$ cat config.mk
export PLATFORM = sky130hd
export DESIGN_NAME = span_alpha_blend_rgb565_555
export DESIGN_NICKNAME = d
export VERILOG_FILES = /design/src/rtl/sab_pkg.sv /design/src/rtl/sab_front.sv /design/src/rtl/sab_mul.sv /design/src/rtl/sab_pack.sv /design/src/rtl/span_alpha_blend_rgb565_555.sv
export SDC_FILE = /design/constraint.sdc
export NUM_CORES = 1
export LEC_CHECK = 0
export BUFFER_PORTS_ARGS = -buffer_cell sky130_fd_sc_hd__buf_2
export CORE_MARGIN = 2
export CORE_UTILIZATION = 57
export CTS_BUF_LIST = sky130_fd_sc_hd__clkbuf_16
export CTS_CLUSTER_SIZE = 16
export DETAILED_ROUTE_END_ITERATION = 12
export GPL_TIMING_DRIVEN = 1
export PLACE_DENSITY = 0.76
export SYNTH_ARGS = -nofsm -noshare
export SYNTH_HDL_FRONTEND = slang
export SYNTH_SLANG_ARGS = --single-unit
export TNS_END_PERCENT = 5
$ cat constraint.sdc
create_clock -name clk -period 22.9 [get_ports clk]
set_clock_uncertainty 0.2 [all_clocks]
set_input_delay 1.145 -clock clk [delete_from_list [all_inputs] [get_ports clk]]
set_output_delay 1.145 -clock clk [all_outputs]
set_load 0.01 [all_outputs]
$ cat src/rtl/sab_pkg.sv
// Shared types, codes and pixel helpers for the span alpha blender.
package sab_pkg;

  localparam logic [1:0] MODE_OPAQUE = 2'd0;
  localparam logic [1:0] MODE_ALPHA  = 2'd1;
  localparam logic [1:0] MODE_SOURCE = 2'd2;
  localparam logic [1:0] MODE_UNUSED = 2'd3;

  localparam logic [1:0] REG_FILL_MODE    = 2'd0;
  localparam logic [1:0] REG_PIXEL_FORMAT = 2'd1;
  localparam logic [1:0] REG_FILL_COLOR   = 2'd2;
  localparam logic [1:0] REG_AA_THRESHOLD = 2'd3;

  localparam logic FMT_RGB565 = 1'b0;
  localparam logic FMT_RGB555 = 1'b1;

  localparam logic [7:0]  CHAN_MAX        = 8'hFF;
  localparam logic [31:0] FILL_COLOR_INIT = 32'hFF00_0000;

  typedef enum logic [1:0] {
    KIND_SKIP,
    KIND_DIRECT,
    KIND_BLEND
  } res_kind_t;

  typedef struct packed {
    logic [1:0]  fill_mode;
    logic        pixel_format;
    logic [31:0] fill_color;
    logic [7:0]  aa_threshold;
  } cfg_t;

  typedef struct packed {
    res_kind_t   kind;
    logic [15:0] dest_pixel;
    logic [7:0]  alpha;
    logic [7:0]  sr;
    logic [7:0]  sg;
    logic [7:0]  sb;
  } stage1_t;

  typedef struct packed {
    res_kind_t    kind;
    logic [15:0]  dest_pixel;
    logic [7:0]   sr;
    logic [7:0]   sg;
    logic [7:0]   sb;
    logic [7:0]   dr;
    logic [7:0]   dg;
    logic [7:0]   db;
    logic [17:0]  pr;
    logic [17:0]  pg;
    logic [17:0]  pb;
  } stage2_t;

  function automatic logic [15:0] pack_pixel(input logic fmt, input logic [7:0] r,
                                             input logic [7:0] g, input logic [7:0] b);
    if (fmt == FMT_RGB555) begin
      return {1'b0, r[7:3], g[7:3], b[7:3]};
    end
    return {r[7:3], g[7:2], b[7:3]};
  endfunction

  function automatic logic [23:0] unpack_pixel(input logic fmt, input logic [15:0] p);
    if (fmt == FMT_RGB555) begin
      return {p[14:10], 3'b000, p[9:5], 3'b000, p[4:0], 3'b000};
    end
    return {p[15:11], 3'b000, p[10:5], 2'b00, p[4:0], 3'b000};
  endfunction

endpackage

$ cat src/rtl/sab_front.sv
// Stage 1: skip/direct/blend decision and effective alpha.
module sab_front (
  input  logic            clk,
  input  logic            rst,
  input  sab_pkg::cfg_t   cfg,
  input  logic            in_valid,
  output logic            in_ready,
  input  logic [15:0]     dest_pixel,
  input  logic [7:0]      coverage,
  input  logic [31:0]     source_color,
  output logic            out_valid,
  input  logic            out_ready,
  output sab_pkg::stage1_t out_data
);
  import sab_pkg::*;

  stage1_t    data_next;
  logic [7:0] a_in;
  logic [31:0] color;
  logic [16:0] prod;
  logic [7:0] sa;

  assign in_ready = !out_valid || out_ready;
  assign sa = source_color[31:24];

  always_comb begin
    a_in  = CHAN_MAX;
    color = cfg.fill_color;
    data_next.kind = KIND_SKIP;
    case (cfg.fill_mode)
      MODE_OPAQUE: begin
        data_next.kind = (coverage == CHAN_MAX) ? KIND_DIRECT : KIND_BLEND;
      end
      MODE_ALPHA: begin
        a_in = cfg.fill_color[31:24];
        data_next.kind = KIND_BLEND;
      end
      MODE_SOURCE: begin
        a_in  = sa;
        color = source_color;
        if (sa == 8'd0) begin
          data_next.kind = KIND_SKIP;
        end else if (sa == CHAN_MAX && coverage == CHAN_MAX) begin
          data_next.kind = KIND_DIRECT;
        end else begin
          data_next.kind = KIND_BLEND;
        end
      end
      default: data_next.kind = KIND_SKIP;
    endcase
    if (coverage < cfg.aa_threshold) begin
      data_next.kind = KIND_SKIP;
    end
    prod = 17'({1'b0, a_in} + 9'd1) * 17'(coverage);
    data_next.alpha      = prod[15:8];
    data_next.dest_pixel = dest_pixel;
    data_next.sr         = color[23:16];
    data_next.sg         = color[15:8];
    data_next.sb         = color[7:0];
  end

  always_ff @(posedge clk) begin
    if (rst) begin
      out_valid <= 1'b0;
    end else if (in_ready) begin
      out_valid <= in_valid;
    end
  end

  always_ff @(posedge clk) begin
    if (in_ready && in_valid) begin
      out_data <= data_next;
    end
  end

endmodule

$ cat src/rtl/sab_mul.sv
// Stage 2: destination unpack and per-channel alpha products.
module sab_mul (
  input  logic             clk,
  input  logic             rst,
  input  logic             pixel_format,
  input  logic             in_valid,
  output logic             in_ready,
  input  sab_pkg::stage1_t in_data,
  output logic             out_valid,
  input  logic             out_ready,
  output sab_pkg::stage2_t out_data
);
  import sab_pkg::*;

  stage2_t            data_next;
  logic [23:0]        dst;
  logic signed [9:0]  a1;
  logic signed [9:0]  diff_r;
  logic signed [9:0]  diff_g;
  logic signed [9:0]  diff_b;
  logic signed [19:0] mr;
  logic signed [19:0] mg;
  logic signed [19:0] mb;

  assign in_ready = !out_valid || out_ready;

  always_comb begin
    dst    = unpack_pixel(pixel_format, in_data.dest_pixel);
    a1     = $signed({2'b00, in_data.alpha} + 10'd1);
    diff_r = $signed({2'b00, in_data.sr}) - $signed({2'b00, dst[23:16]});
    diff_g = $signed({2'b00, in_data.sg}) - $signed({2'b00, dst[15:8]});
    diff_b = $signed({2'b00, in_data.sb}) - $signed({2'b00, dst[7:0]});
    mr     = a1 * diff_r;
    mg     = a1 * diff_g;
    mb     = a1 * diff_b;
    data_next.kind       = in_data.kind;
    data_next.dest_pixel = in_data.dest_pixel;
    data_next.sr         = in_data.sr;
    data_next.sg         = in_data.sg;
    data_next.sb         = in_data.sb;
    data_next.dr         = dst[23:16];
    data_next.dg         = dst[15:8];
    data_next.db         = dst[7:0];
    data_next.pr         = mr[17:0];
    data_next.pg         = mg[17:0];
    data_next.pb         = mb[17:0];
  end

  always_ff @(posedge clk) begin
    if (rst) begin
      out_valid <= 1'b0;
    end else if (in_ready) begin
      out_valid <= in_valid;
    end
  end

  always_ff @(posedge clk) begin
    if (in_ready && in_valid) begin
      out_data <= data_next;
    end
  end

endmodule

$ cat src/rtl/sab_pack.sv
// Stage 3: channel sums, result select and repack into the output register.
module sab_pack (
  input  logic             clk,
  input  logic             rst,
  input  logic             pixel_format,
  input  logic             in_valid,
  output logic             in_ready,
  input  sab_pkg::stage2_t in_data,
  output logic             out_valid,
  input  logic             out_ready,
  output logic [15:0]      new_pixel,
  output logic             written
);
  import sab_pkg::*;

  logic [7:0]  br;
  logic [7:0]  bg;
  logic [7:0]  bb;
  logic [15:0] pixel_next;
  logic        written_next;

  assign in_ready = !out_valid || out_ready;

  always_comb begin
    br = 8'(in_data.dr + in_data.pr[15:8]);
    bg = 8'(in_data.dg + in_data.pg[15:8]);
    bb = 8'(in_data.db + in_data.pb[15:8]);
    case (in_data.kind)
      KIND_DIRECT: begin
        pixel_next   = pack_pixel(pixel_format, in_data.sr, in_data.sg, in_data.sb);
        written_next = 1'b1;
      end
      KIND_BLEND: begin
        pixel_next   = pack_pixel(pixel_format, br, bg, bb);
        written_next = 1'b1;
      end
      default: begin
        pixel_next   = in_data.dest_pixel;
        written_next = 1'b0;
      end
    endcase
  end

  always_ff @(posedge clk) begin
    if (rst) begin
      out_valid <= 1'b0;
    end else if (in_ready) begin
      out_valid <= in_valid;
    end
  end

  always_ff @(posedge clk) begin
    if (in_ready && in_valid) begin
      new_pixel <= pixel_next;
      written   <= written_next;
    end
  end

endmodule

$ cat src/rtl/span_alpha_blend_rgb565_555.sv
// Top level of the span alpha blender: config registers and three-stage pipeline.
//
//  channel  handshake             payload
//  in       in_valid / in_ready   dest_pixel, coverage, source_color
//  out      out_valid / out_ready new_pixel, written
//  cfg      cfg_valid / cfg_ready cfg_index, cfg_data
//
// One item per cycle sustained while out_ready stays high; the register stages are the
// decision/alpha multiply, channel multiply and sum/pack stages.
// Synchronous reset clears all stage valid bits and loads register defaults.
// Each stage holds on a downstream stall and still fills when it is empty.
module span_alpha_blend_rgb565_555 (
  input  logic        clk,
  input  logic        rst,
  input  logic        in_valid,
  output logic        in_ready,
  input  logic [15:0] dest_pixel,
  input  logic [7:0]  coverage,
  input  logic [31:0] source_color,
  output logic        out_valid,
  input  logic        out_ready,
  output logic [15:0] new_pixel,
  output logic        written,
  input  logic        cfg_valid,
  output logic        cfg_ready,
  input  logic [1:0]  cfg_index,
  input  logic [31:0] cfg_data
);
  import sab_pkg::*;

  cfg_t    cfg;
  logic    s1_valid;
  logic    s1_ready;
  stage1_t s1_data;
  logic    s2_valid;
  logic    s2_ready;
  stage2_t s2_data;

  assign cfg_ready = 1'b1;

  always_ff @(posedge clk) begin
    if (rst) begin
      cfg.fill_mode    <= MODE_OPAQUE;
      cfg.pixel_format <= FMT_RGB565;
      cfg.fill_color   <= FILL_COLOR_INIT;
      cfg.aa_threshold <= 8'd0;
    end else if (cfg_valid && cfg_ready) begin
      case (cfg_index)
        REG_FILL_MODE:    cfg.fill_mode    <= cfg_data[1:0];
        REG_PIXEL_FORMAT: cfg.pixel_format <= cfg_data[0];
        REG_FILL_COLOR:   cfg.fill_color   <= cfg_data;
        REG_AA_THRESHOLD: cfg.aa_threshold <= cfg_data[7:0];
        default: ;
      endcase
    end
  end

  sab_front u_front (
    .clk          (clk),
    .rst          (rst),
    .cfg          (cfg),
    .in_valid     (in_valid),
    .in_ready     (in_ready),
    .dest_pixel   (dest_pixel),
    .coverage     (coverage),
    .source_color (source_color),
    .out_valid    (s1_valid),
    .out_ready    (s1_ready),
    .out_data     (s1_data)
  );

  sab_mul u_mul (
    .clk          (clk),
    .rst          (rst),
    .pixel_format (cfg.pixel_format),
    .in_valid     (s1_valid),
    .in_ready     (s1_ready),
    .in_data      (s1_data),
    .out_valid    (s2_valid),
    .out_ready    (s2_ready),
    .out_data     (s2_data)
  );

  sab_pack u_pack (
    .clk          (clk),
    .rst          (rst),
    .pixel_format (cfg.pixel_format),
    .in_valid     (s2_valid),
    .in_ready     (s2_ready),
    .in_data      (s2_data),
    .out_valid    (out_valid),
    .out_ready    (out_ready),
    .new_pixel    (new_pixel),
    .written      (written)
  );

  a_empty_accepts: assert property (@(posedge clk) disable iff (rst)
    !s1_valid |-> in_ready)
    else $error("input stalled with empty first stage");

  a_555_top_clear: assert property (@(posedge clk) disable iff (rst)
    out_valid && written && cfg.pixel_format == FMT_RGB555 |-> !new_pixel[15])
    else $error("written RGB555 pixel has top bit set");

  a_unused_mode_skips: assert property (@(posedge clk) disable iff (rst)
    out_valid && cfg.fill_mode == MODE_UNUSED |-> !written)
    else $error("pixel written in unused fill mode");

  a_reset_empty: assert property (@(posedge clk)
    $past(rst) |-> !out_valid && !s1_valid && !s2_valid)
    else $error("pipeline holds an item right after reset");

endmodule

==> results of run 1 <==
layer usage:
metal | global-route usage, % | vias up | routed length (um)
met4 | 8.47 | 0 | 964
met1 | 32.9 | 6113 | 16300
met2 | 48.1 | 411 | 20700
met3 | 3.56 | 73 | 1870
met5 | 0 | - | 0
li1 | - | 5758 | -
logic make-up (layout without fill, tap and decap cells):
group,Yosys count,after routing,synth area share [%]
xor gates and xnor gates,88,88,4.56
muxes,53,53,3.31
adders and majority gates,374,374,35.7
AOI/OAI and AO/OA,177,177,6.71
and+or+nand+nor,511,511,13.8
other,1,1,0.0218
DFF,174,174,27.7
buffers and inverters,370,468,8.19
per-stage QoR:
step                setup slack [ns]  util, %  cell area (um2)  hold slack [ns]
detailed placement             15.56     61.2            18100            0.215
global placement               15.81     61.2            18100            0.205
floorplan                      15.49        -            17200            0.200
CTS                            15.53     63.2            18700            0.242
global route                   15.02     63.2            18700            0.247
finish                         15.48     63.2            18700            0.245
state kept, by name, summed over array words and instances, names as in the netlist:
signal,flops
u_mul.out_data,61
u_front.out_data,50
cfg,43
u_pack.new_pixel,16
u_front.out_valid,1
u_mul.out_valid,1
u_pack.out_valid,1
u_pack.written,1
critical path, stage by stage, from the launching register on:
cell	delay [ns]
dfxtp_1	0.41
buf_4	0.41
mux2i_1	0.41
ha_1	0.29
nor2b_1	0.15
o21a_1	0.19
nor2_1	0.18
xor2_1	0.39
nor2_1	0.11
fa_1	0.51
inv_1	0.06
fa_1	0.54
inv_1	0.05
fa_1	0.45
fa_1	0.49
inv_1	0.05
fa_1	0.50
inv_1	0.05
ha_1	0.28
nand4b_1	0.10
nor4_1	0.40
nor4_1	0.13
o31ai_1	0.49
a31o_2	0.25
xnor2_1	0.08
layout make-up:
class / count / area [um2]
clock buffers: 17 / 425
repair buffers: 133 / 716
fillers: 2409 / 10900
well taps: 390 / 488
flip-flops and latches: 174 / 4760
clock inverters: 15 / 164
multi-input cells: 1204 / 11000
inverters: 303 / 1140
cells in the final DEF, fill, tap and decap left out, types with 6 or more instances in the layout:
cell | synthesis | final
inv_1 | 303 | 303
nand2_1 | 231 | 231
fa_1 | 193 | 193
ha_1 | 181 | 181
edfxtp_1 | 128 | 128
buf_2 | 4 | 113
nor2_1 | 105 | 104
and2_1 | 71 | 71
a21oi_1 | 63 | 63
xnor2_1 | 56 | 56
dfxtp_1 | 46 | 46
xor2_1 | 31 | 31
mux2_2 | 31 | 31
a21o_1 | 27 | 27
mux2i_1 | 22 | 22
nand2b_1 | 22 | 22
buf_4 | 1 | 20
o21ai_0 | 19 | 19
clkbuf_16 | 0 | 17
nor2b_1 | 15 | 15
a22oi_1 | 14 | 14
nand3_1 | 12 | 12
nand3b_1 | 12 | 12
nand4_1 | 10 | 10
a211oi_1 | 9 | 9
nor3_1 | 9 | 9
or2_2 | 6 | 6
nor4_1 | 6 | 6
inv_8 | 0 | 6
final timing paths:
check,start,to,slack (ns),cells after the start
max reg2reg,cfg[40],u_mul.out_data[33],15.48,24
max,cfg[40],u_mul.out_data[33],15.48,24
min reg2reg,u_front.out_data[48],u_mul.out_data[118],0.24,0
min,u_front.out_data[48],u_mul.out_data[118],0.24,0
==> summary.md, run 1 <==
| Metric | Value |
|---|---|
| CP Launch Type | flop |
| Endpoint class of the critical path | flop |
| Core area | 0.0296 mm2 |
| Synth Cell Area | 0.0172 mm2 |
| Placer Congestion | 0.904 |
| HPWL Detailed | 31,300 um |
| Placed insts | 2,204 |
| Site Rows | 63 |
| Sequential share of the synthesized area | 27.7% |
| Unrepaired setup endpoints after global routing | false |
| CTS tree | done |
| Outcome | finished, final reports clean |
| WL/cell | 17.8 um |
| Routed WL | 39,800 um |
| Top post-synthesis cells by area | fa_1 (22%), edfxtp_1 (22%), ha_1 (13%), inv_1 (6.6%), dfxtp_1 (5.4%) |
| Num CTS Buffers | 17 |
| Final Hold Fails | 0 |
| Top cells by count, synth | inv_1 (303), nand2_1 (231), fa_1 (193), ha_1 (181), edfxtp_1 (128) |
| DIE AREA | 0.0316 mm2 |
| Vias/cell | 5.53 |
| Post-CTS Setup Inserts | 0 |
| Worst rel slew slack | 33.5% |
| Post-synth EDFFs | 128 |
| I/O pin count | 115 |
| Synth area leader | fa_1 |
| GRT Overall Usage | 26.6% |
| First-pass GRT wire length | 65,700 um |
| 1st-iter DRT viols | 862 |
| Worst Max-Slew Pin Slew | 0.997 ns |
| First-pass DRT Iterations | 5 |
| Synth warn | 0 |
| Min Tclk post-route | 7.42 ns |
| Endpoints failing setup | 0 |
| Clock Sinks | 174 |
| CTS Root Cell | clkbuf_16 |
| H-tree levels | 4 |
| Port buffer count | 113 |
| Setup CP Type | flop to flop |
| ANT cells | 0 |
| Total negative slack | 0 ns |
| Resized cells post-CTS | 0 |
| Die Y | 178 um |
| Starting Density | 58.0% |
| Die width | 178 um |
| Final #Nets | 2,302 |
| Grt total ovfl | 0 |
| Longest Clk Path Bufs | 2 |
| Count leader, synth | inv_1 |
| Vias in the first global route | 13,400 |
| Cells after synthesis | 1,748 |
| Layout area overhead | 9.03% |
| Post-route insts no fill | 2,236 |
| Layout cells sized above 1 | 11.4% |
| Initial antenna violation count | 0 |
| Final ANT Viol Nets | 0 |
| Critical path peak fanout | 32 |
| Yosys cell types | 61 |
| Syn avg cell area | 9.83 um2 |
| Ys flop type | edfxtp_1 |
| Clock transition at the registers of the reported paths | 0.08 ns |
| Vias post-DR | 12,400 |
| Max cap viols | 0 |
| Data arrival, critical path | 7.40 ns |
| Post-synthesis net count | 2,217 |
| Hold_buf cts | 0 |
| Yosys reg bits | 174 |
| Post-route DRC | 0 |
| Pin count of the biggest net entering global routing | 62 |
| Final worst-path cycle share | 32.4% |
| Post-synth top area share | 22.5% |
| Crit path required time | 22.88 ns |
| Clk_lat worst skew | 0.44 ns |
| Max frequency | 135 MHz |
| Slew Limit Fails | 0 |
| Ys async rst share | 0% |
| Hold WC Path Type | flop to flop |
Power of run 1 is not shown: default switching activity piles up to over one toggle a cycle in this logic, so the estimate is an artifact.
==> inputs of run 2 (changes only) <==
--- a/config.mk
+++ b/config.mk
@@ -12,7 +12,7 @@
 export CTS_CLUSTER_SIZE = 16
 export DETAILED_ROUTE_END_ITERATION = 12
 export GPL_TIMING_DRIVEN = 1
-export PLACE_DENSITY = 0.76
+export PLACE_DENSITY = 0.79
 export SYNTH_ARGS = -nofsm -noshare
 export SYNTH_HDL_FRONTEND = slang
 export SYNTH_SLANG_ARGS = --single-unit
==> constraint.sdc (replaced) <==
create_clock -name clk -period 6.8 [get_ports clk]
set_clock_uncertainty 0.2 [all_clocks]
set_input_delay 0.34 -clock clk [delete_from_list [all_inputs] [get_ports clk]]
set_output_delay 0.34 -clock clk [all_outputs]
set_load 0.01 [all_outputs]
==> run 2 against run 1 <==
Effect of this change: hold slack worse by 0.22 ns; sequential cell count unchanged; first-iteration DRC count increased by 17%; critical path depth is 1 higher; via count rose by 6.3%; global-route usage is 1.4 points higher; final cell count is 3.8% higher; non-clock buffer count increased by 83; register-to-register slack got worse by 15 ns; clock-buffer cell count unchanged; largest cell class unchanged.
==> summary.md, run 2 (same netlist as run 1, synthesis figures left out) <==
| Metric | Value |
|---|---|
| Final Hold Fails | 0 |
| Largest register by flop count | u_mul.out_data |
| Crit path required time | 6.78 ns |
| Max cap viols | 0 |
| WL/cell | 18.7 um |
| HPWL Detailed | 32,000 um |
| Outcome | finished, final reports clean |
| Longest Clk Path Bufs | 2 |
| Starting Density | 58.0% |
| Min Tclk post-route | 6.70 ns |
| Clk_lat worst skew | 0.44 ns |
| Layout area overhead | 15.0% |
| 1st-iter DRT viols | 1,012 |
| Post-route DRC | 0 |
| Top flop regs | u_mul.out_data: 61 flops, u_front.out_data: 50 flops, cfg: 43 flops |
| Final ANT Viol Nets | 0 |
| GRT Overall Usage | 28.0% |
| Layout cells sized above 1 | 13.9% |
| Initial antenna violation count | 4 |
| Site Rows | 63 |
| Setup CP Type | flop to flop |
| Worst rel slew slack | 33.8% |
| Unrepaired setup endpoints after global routing | true |
| Vias/cell | 5.66 |
| Clock Sinks | 174 |
| Final worst-path cycle share | 98.5% |
| Die Y | 178 um |
| H-tree levels | 4 |
| Placer Congestion | 0.920 |
| Endpoint class of the critical path | flop |
| Num CTS Buffers | 17 |
| Port buffer count | 113 |
| Die width | 178 um |
| Core area | 0.0296 mm2 |
| Endpoints failing setup | 0 |
| CP Launch Type | flop |
| Final Hold Slack | 0.0274 ns |
| I/O pin count | 115 |
| Max frequency | 149 MHz |
| CTS tree | done |
| Grt total ovfl | 0 |
| Hold WC Path Type | input pin to flop |
| Final #Nets | 2,385 |
| Worst Max-Slew Pin Slew | 0.994 ns |
| Data arrival, critical path | 6.68 ns |
| DIE AREA | 0.0316 mm2 |
| Layout fillers | 2,159 |
| Max FFs per register | 61 |
| First-pass GRT wire length | 68,700 um |
| Highest-count cells in the layout ignoring fill and taps | inv_1 (303), nand2_1 (231), fa_1 (192) |
| CTS Root Cell | clkbuf_16 |
| First-pass DRT Iterations | 6 |
| Commonest non-fill, non-tap cell in the layout | inv_1 |
| Slew Limit Fails | 0 |
| Clock transition at the registers of the reported paths | 0.08 ns |
| Critical path peak fanout | 5 |
| Vias in the first global route | 13,900 |
| Layout Utilization | 66.7% |
| Vias post-DR | 13,100 |
| Pin count of the biggest net entering global routing | 62 |
| Routed WL | 43,400 um |
-- run 2: cell count changes in the layout (fill, tap and decap cells not counted), moves of 3 or more --
cell	previous run	this run
dlygate4sd3_1	0	53
buf_4	20	48
mux2i_1	22	17
clkinv_8	2	5
ha_1	181	178
mux2i_4	0	3
-- run 2: worst max-delay path, stage by stage, from the launching register on --
cell	delay [ns]
edfxtp_1	0.45
mux2_4	0.21
ha_1	0.16
inv_1	0.08
fa_2	0.40
a21o_1	0.18
a21oi_2	0.21
buf_4	0.18
xor2_4	0.21
nor2_1	0.09
fa_1	0.51
inv_1	0.06
fa_1	0.56
inv_1	0.07
fa_1	0.55
inv_1	0.06
fa_1	0.53
inv_1	0.05
ha_1	0.29
ha_1	0.21
a211oi_1	0.33
a32oi_2	0.18
buf_4	0.17
and2_4	0.14
o41ai_2	0.26
xnor2_1	0.10
-- run 2: metal layers --
| layer | track usage, % | up-vias | wire, um |
|---|---|---|---|
| li1 | - | 5950 | - |
| met1 | 32.8 | 6471 | 16100 |
| met2 | 51.4 | 562 | 22900 |
| met3 | 4.39 | 145 | 2790 |
| met4 | 10.5 | 2 | 1670 |
| met5 | 0 | - | 17 |
-- run 2: path summary, 6_finish.rpt --
path              slack, ns  cells past startpoint              endpoint                  from
setup / recovery        0.1                     25    u_mul.out_data[51]  u_front.out_data[42]
hold / removal         0.03                      2  u_front.out_data[23]      source_color[23]
setup reg to reg        0.1                     25    u_mul.out_data[51]  u_front.out_data[42]
hold reg to reg        0.24                      0   u_mul.out_data[118]  u_front.out_data[48]
-- run 2: per-stage QoR --
step	cell area (um2)	worst slack, ns	std cells	TNS (ns)
2_1_floorplan	17200	-0.00283	1748	-0.00283
3_5_place_dp	18400	-0.0216	2229	-0.0321
3_3_place_gp	18400	0.165	2229	0
6_report	19800	0.0993	2321	0
4_1_cts	19500	0.00570	2314	0
5_1_grt	19800	-0.119	2321	-0.420
-- run 2: cell type report --
type                       count  area [um2]  share of cell area (%)
multi-input combinational   1204       11200                    56.9
sequential                   174        4770                    24.1
timing repair buffer         216        1490                    7.53
inverter                     303        1140                    5.76
tap                          390         488                    2.47
clock buffer                  17         425                    2.15
clock inverter                15         210                    1.06
antenna                        2        5.00                  0.0253
-- run 2: timing repair --
action,CTS,global route
buffers inserted,0,5
hold endpoints to repair,59,0
pin swaps,0,9
endpoints found under the setup margin,5,9
hold buffers,53,0
resized for setup,2,32
Power of run 2 is left out for the same reason.
